[src/hdl/addressable_led_frame_encoder_macros.svh]
// assertion helpers used by the encoder
`ifndef ADDRESSABLE_LED_FRAME_ENCODER_MACROS_SVH
`define ADDRESSABLE_LED_FRAME_ENCODER_MACROS_SVH

// same-cycle implication
`define ALFE_ASSERT_NOW(lbl, clk, rst, ante, cons) \
   lbl: assert property (@(posedge clk) disable iff (rst) (ante) |-> (cons)) \
      else $error("alfe assertion failed");

// next-cycle implication
`define ALFE_ASSERT_NEXT(lbl, clk, rst, ante, cons) \
   lbl: assert property (@(posedge clk) disable iff (rst) (ante) |=> (cons)) \
      else $error("alfe assertion failed");

`endif

[src/hdl/alfe_pkg.sv]
`default_nettype none

package alfe_pkg;

   localparam int BITS_PER_LED = 24;
   localparam int BIT_CNT_W    = 5;
   localparam int TICK_W       = 15;
   localparam int CSR_IDX_W    = 3;

   localparam logic [1:0] MODE_SET  = 2'd0;
   localparam logic [1:0] MODE_FILL = 2'd1;
   localparam logic [1:0] MODE_EMIT = 2'd2;

   localparam logic [CSR_IDX_W-1:0] REG_LED_COUNT  = 3'd0;
   localparam logic [CSR_IDX_W-1:0] REG_ORDER      = 3'd1;
   localparam logic [CSR_IDX_W-1:0] REG_ONE_HIGH   = 3'd2;
   localparam logic [CSR_IDX_W-1:0] REG_ONE_LOW    = 3'd3;
   localparam logic [CSR_IDX_W-1:0] REG_ZERO_HIGH  = 3'd4;
   localparam logic [CSR_IDX_W-1:0] REG_ZERO_LOW   = 3'd5;

   localparam logic [TICK_W-1:0] ONE_HIGH_RESET  = 15'd8;
   localparam logic [TICK_W-1:0] ONE_LOW_RESET   = 15'd4;
   localparam logic [TICK_W-1:0] ZERO_HIGH_RESET = 15'd4;
   localparam logic [TICK_W-1:0] ZERO_LOW_RESET  = 15'd8;

   typedef enum logic [2:0] {
      ST_CLEAR,
      ST_IDLE,
      ST_EXEC,
      ST_FILL,
      ST_LOAD,
      ST_SHIFT
   } state_type;

   typedef struct packed {
      logic load;
   } ser_ctrl_type;

   typedef struct packed {
      logic bit_value;
      logic last;
      logic active;
   } ser_status_type;

endpackage

`default_nettype wire

[src/hdl/alfe_serial.sv]
`default_nettype none

module alfe_serial (
   input  wire logic                                      clock,
   input  wire logic                                      reset,
   input  wire alfe_pkg::ser_ctrl_type                    ctrl,
   input  wire logic [alfe_pkg::BITS_PER_LED-1:0]         word,
   output alfe_pkg::ser_status_type                       status
);

   localparam logic [alfe_pkg::BIT_CNT_W-1:0] LAST_BIT =
      alfe_pkg::BIT_CNT_W'(alfe_pkg::BITS_PER_LED - 1);

   logic [alfe_pkg::BITS_PER_LED-1:0] shift_ff, shift_in;
   logic [alfe_pkg::BIT_CNT_W-1:0]    cnt_ff, cnt_in;
   logic                              active_ff, active_in;

   always_comb begin
      shift_in  = shift_ff;
      cnt_in    = cnt_ff;
      active_in = active_ff;
      if (ctrl.load) begin
         shift_in  = word;
         cnt_in    = '0;
         active_in = 1'b1;
      end else if (active_ff) begin
         shift_in  = {shift_ff[alfe_pkg::BITS_PER_LED-2:0], 1'b0};
         cnt_in    = cnt_ff + 1'b1;
         active_in = (cnt_ff != LAST_BIT);
      end
   end

   always_ff @(posedge clock) begin
      if (reset) begin
         active_ff <= 1'b0;
         cnt_ff    <= '0;
      end else begin
         active_ff <= active_in;
         cnt_ff    <= cnt_in;
      end
      shift_ff <= shift_in;
   end

   always_comb begin
      status.bit_value = shift_ff[alfe_pkg::BITS_PER_LED-1];
      status.last      = active_ff && (cnt_ff == LAST_BIT);
      status.active    = active_ff;
   end

endmodule

`default_nettype wire
[config.mk]
export PLATFORM = sky130hd
export DESIGN_NAME = alfe_serial
export DESIGN_NICKNAME = d
export VERILOG_FILES = /design/src/hdl/addressable_led_frame_encoder_macros.svh /design/src/hdl/alfe_pkg.sv /design/src/hdl/alfe_serial.sv
export SDC_FILE = /design/constraint.sdc
export NUM_CORES = 1
export LEC_CHECK = 0
export ABC_CLOCK_PERIOD_IN_PS = 1600
export BUFFER_PORTS_ARGS = -buffer_cell sky130_fd_sc_hd__buf_2
export CAP_MARGIN = 10
export CORE_MARGIN = 8
export CORE_UTILIZATION = 52
export DETAILED_ROUTE_END_ITERATION = 10
export PLACE_DENSITY = 0.82
export RECOVER_POWER = 25
export SYNTH_ARGS = -nofsm -noshare
export SYNTH_HDL_FRONTEND = slang
export SYNTH_SLANG_ARGS = --single-unit
[constraint.sdc]
create_clock -name clock -period 1.6 [get_ports clock]
set_input_delay 0.08 -clock clock [delete_from_list [all_inputs] [get_ports clock]]
set_output_delay 0.08 -clock clock [all_outputs]
set_load 0.02 [all_outputs]
Word-level counts from Yosys, hierarchy flattened. Cells that the tools add are included.

Bits in registers: 30. Latch bits: 0. Memory bits (writable): 0. ROM bits: 0. Input bits: 27. Output and inout port bits: 3. Memories kept: 0.

Add/sub/neg operators: 1. $mul: 0. Divide/modulo/power cells: 0. $lt $le $gt $ge: 0. Eq/ne operators: 2. Shifts and indexed selects: 0. Muxes and demuxes: 4. Bitwise operators: 0. Reduce and logical (&&, ||, !) cells: 3.

Operator list (count): 2-to-1 mux 24 bit (2); adder 5 x 1 -> 5 bit, second input constant (1); equality test 5 bit, second input constant (1); != test 5 bit, second input constant (1); 2-to-1 mux 1 bit (2); nonzero test 2 bit (1); OR reduction 2 bit (1); logical AND 1 bit (1).

Depth between registers and ports, before layout.
Depth in word-level cells: 3. Depth in mapped cells: 4.

Worst setup path after synthesis. OpenSTA, ideal clock, no wires.

Path type: register -> register. Start: register active_ff. End: register shift_ff[0] in the netlist's numbering (enable). Arrival: 0.911 ns. Data required time: 1.290 ns. Setup slack: 0.378 ns. Stages on the path, launching flop included: 3. Path buffers: 1. Clock period less this slack: 1.222 ns. Cells stage by stage: dfxtp_1 -> buf_4 -> or2_2.

Longest elaborated chain between the ends: 1.

RTL lines: from (decl) (line alfe_serial.sv:16) `logic active_ff, active_in;`; from (signal assigned) (line alfe_serial.sv:38) `active_ff <= active_in;`; nonzero test 2 bit (no line); to (signal assigned) (line alfe_serial.sv:41) `shift_ff <= shift_in;`; to (decl) (line alfe_serial.sv:14) `logic [alfe_pkg::BITS_PER_LED-1:0] shift_ff, shift_in;`.

No other way between the ends. A chain may end at the register's enable or synchronous reset.

==> results.md <==
- The post-synthesis cell area is around 1300 µm².
- Of the synthesized area, sequential elements account for about 62%.
- Counting flops and latches in the post-synthesis netlist gives 30.
- The worst setup path is captured at an output pin.
- The run finished with clean final reports.
- The clock drives 30 sinks.
- Hold timing on the final database bottoms out at a slack of about 0.028 ns.
- The post-synth net total is between 100 and 150.
- The weighted congestion reported at the end of routability-driven placement is approximately 0.76.
- The core region is 2480 µm².
- The leakage power is just over 0.6 nW.
- Sorting the synthesized cells by how often they occur yields 24 x sky130_fd_sc_hd__edfxtp_1, 24 x sky130_fd_sc_hd__mux2_2, 6 x sky130_fd_sc_hd__dfxtp_1, 4 x sky130_fd_sc_hd__buf_6, 4 x sky130_fd_sc_hd__nor3_1.
- The number of design-rule violations left by the first detailed-router iteration is 13.
- The total overflow reported by the global router is 0.
- The data arrival time at the worst-slack endpoint is ~1.4 ns.
- Including well taps, the total number of placed cells is about 140.
- In this run the post-CTS setup repair buffer count came out at 0.
- The die is approximately 67 µm tall.
- Traced cell by cell, the critical path runs through ha_2, and4b_1, and2_1, buf_2.
- The number of hold violations in the final report is 0.
- The routed wire length per instance is approximately 15 µm.
- In this run the worst setup path begins at cnt_ff[0].
- The worst setup path is of the reg -> out kind.
- The worst register-to-register path ends at cnt_ff[3].
- The H-tree was split into 2 levels.
- The initial antenna violation count is 0.
- Input and output buffers added on the ports amount to 29.
- The number of cells traversed by the worst hold path is 2.
- By area the synthesized netlist is led by sky130_fd_sc_hd__edfxtp_1 53%, sky130_fd_sc_hd__mux2_2 20%, sky130_fd_sc_hd__dfxtp_1 8.9%, sky130_fd_sc_hd__buf_6 3.3%, sky130_fd_sc_hd__buf_4 1.7%.
- CTS placed an instance of sky130_fd_sc_hd__clkbuf_4 at the clock tree root.
- The final period demand of the worst path is 1.48 ns.
- The final clock period utilization by the worst path is roughly 90%.
- At the worst endpoint, the required time is between 1.5 and 2 ns.
- The TritonCTS clock tree is done.
- In this run the tightest slew margin relative to its limit is 63.1%.
- After layout, the worst setup slack is approximately 0.12 ns.
- The beginning of the worst hold path is reset.
- The kind of start point of the critical path is a flop.
- The total power draw is 1.91 mW.
- The first global-routing pass estimated 3540 µm of wire.
- The number of nets in the finished design is about 140.
- Counting distinct cell types in the post-synthesis netlist gives 22.
- The peak supply drop is roughly 700 µV.
- The number of standard cells after synthesis is 84.
- The count of vias placed by the detailed router is approximately 750.
- The share of Yosys cell area claimed by the top area cell type is 53.5%.
- The total placed instance area is roughly 1500 µm².
- In this run the power density over the cells is about 1200 nW/µm².
- The worst path buffer plus inverter count is 1.
- The tightest min-delay check is of the in -> reg type.
- The wire length reported by the detailed router is approximately 2200 µm.
- For hold timing, the worst endpoint is cnt_ff[0].
- The via count of the first global-routing pass is 776.
- The largest buffer count on any clock path is 2.
- The die covers around 4500 µm².
- In this run the worst path has a maximum fanout of 4.
- Entering global routing, the biggest net connects 25 pins.
- The share of cells above drive strength 1 is between 50 and 60%.
- The chip width is ~67 µm.
- For this run, the number of standard cells in the final layout without fillers is ~150.
- Global routing used about a tenth of the available tracks.
- The worst register-to-register path begins at active_ff.
- After detailed routing, the number of remaining DRC violations is 0.
- The share of flip-flops with an asynchronous set or reset is 0%.
- The number of maximum-capacitance violations is 0.
- The HPWL reported at the end of detailed placement is 1610 µm.
- Adding up every negative setup slack in the final design gives 0 ns.
- The via count normalized by instance count is 5.17.
- The total of hold buffers inserted after clock tree synthesis is 0.
- The number of iterations in the first detailed-routing pass is 2.
- The clock latency reported for the late side of the worst-skew pair is about 0.32 ns.
- Static timing analysis puts the maximum clock frequency at roughly 680 MHz.
- The worst-margin pin slew is between 0.5 and 0.6 ns.
- The utilization of the core after routing is between 60% and 70%.
- The cell type with the highest aggregate area in the netlist is sky130_fd_sc_hd__edfxtp_1.
- The worst-case setup slack after placement is around 0.36 ns.
- The number of resized instances in the post-cts repair step is 0.
- 0 antenna diodes ended up in the layout.
- The signed area change from the synthesized netlist to the final layout is 16.9%.
- The largest single stage delay on the critical path is about 0.38 ns.
- The number of synthesis warnings is 0.
- Setup violations remaining at the end of the flow were counted as 0.
- Setup repair after global routing left no endpoint under its margin.
- The starting density of the core is around 54%.
- The worst register-to-register path has a depth of 3.
- 30 I/O pins were placed.
- The count of standard-cell rows is 18.
- The clock buffer count from CTS is 5.
- The primary flip-flop cell chosen by synthesis mapping is sky130_fd_sc_hd__edfxtp_1.
- Setup slack on the worst reg-to-reg path comes out at ~0.39 ns.
- Counting flops with a built-in enable in the synthesized netlist gives 24.
- The kind of cell adding the most delay to the critical path is flip-flops.
- The remaining antenna violation count is 0.
- Once layout is done, the placed cells without fillers occupy between 1500 and 2000 µm².
- The slowest library cell on the worst path is sky130_fd_sc_hd__dfxtp_1.
- The clock-pin transition on the worst setup and hold timing paths is around 0.090 ns.
- The per-instance average area after synthesis is ~16 µm².
- For the final database, setup skew stands at about 0.0034 ns.
- The number of max-slew violations in the final report is 0.
[registers in the layout (all words and copies together), names as in the netlist]
register	flops
shift_ff	24
active_ff	1
cnt_ff	5
[power breakdown]
| part | total, mW | switching [mW] | internal [mW] |
|---|---|---|---|
| logic | 0.163 | 0.0745 | 0.0881 |
| clock network | 0.787 | 0.258 | 0.529 |
| registers | 0.955 | 0.0207 | 0.935 |
| total | 1.91 | 0.353 | 1.55 |
[logic make-up (layout without fill, tap and decap cells)]
family	count (synthesis)	in the layout	synth area share (%)
muxes	26	26	21.9
buffers and inverters	9	40	5.66
xor gates and xnor gates	1	1	0.650
DFF	30	30	62.4
AOI/OAI and AO/OA	3	3	1.76
and+or+nand+nor	14	14	6.69
adders and majority gates	1	1	0.928
[final cells by class]
cell class	instances	area, µm²
Sequential cell	30	841
Clock inverter	2	60.1
Multi-Input combinational cell	45	429
Timing Repair Buffer	31	153
Clock buffer	6	51.3
Tap cell	30	37.5
Fill cell	189	902
Inverter	1	3.75
[routing by layer]
layer | global-route usage (%) | share of wire [%] | vias up
met5 | 0 | 0 | -
met4 | 4.70 | 0.83 | 0
met3 | 5.37 | 9.3 | 2
met2 | 16.0 | 46 | 25
met1 | 12.3 | 44 | 348
li1 | - | - | 374
[worst max-delay path by stage]
stage	to	slack, ns	depth (start not counted)
floorplan	shift_ff[0]	0.38	2
global placement	shift_ff[15]	0.39	3
detailed placement	shift_ff[15]	0.36	3
CTS	status[1]	0.09	4
global route	status[1]	0.02	4
finish	status[1]	0.12	4
[cell usage in the layout (no fill, tap or decap)]
cell type	instances
sky130_fd_sc_hd__and4b_1	1
sky130_fd_sc_hd__mux2_2	24
sky130_fd_sc_hd__edfxtp_1	24
sky130_fd_sc_hd__mux2i_1	1
sky130_fd_sc_hd__bufinv_16	2
sky130_fd_sc_hd__or2_2	1
sky130_fd_sc_hd__clkbuf_1	2
sky130_fd_sc_hd__nand2b_1	1
sky130_fd_sc_hd__and2_1	2
sky130_fd_sc_hd__buf_2	28
sky130_fd_sc_hd__clkbuf_4	5
sky130_fd_sc_hd__nand3b_1	1
sky130_fd_sc_hd__mux2_1	1
sky130_fd_sc_hd__nand4_1	2
sky130_fd_sc_hd__ha_2	1
sky130_fd_sc_hd__a211oi_1	1
sky130_fd_sc_hd__xnor2_1	1
sky130_fd_sc_hd__clkbuf_8	1
sky130_fd_sc_hd__a21bo_2	1
sky130_fd_sc_hd__o22ai_1	1
sky130_fd_sc_hd__inv_1	1
sky130_fd_sc_hd__nor3_1	4
sky130_fd_sc_hd__clkbuf_2	1
sky130_fd_sc_hd__nor3b_1	2
sky130_fd_sc_hd__dfxtp_1	6
Note: power is estimated with default switching activity, not from simulation.
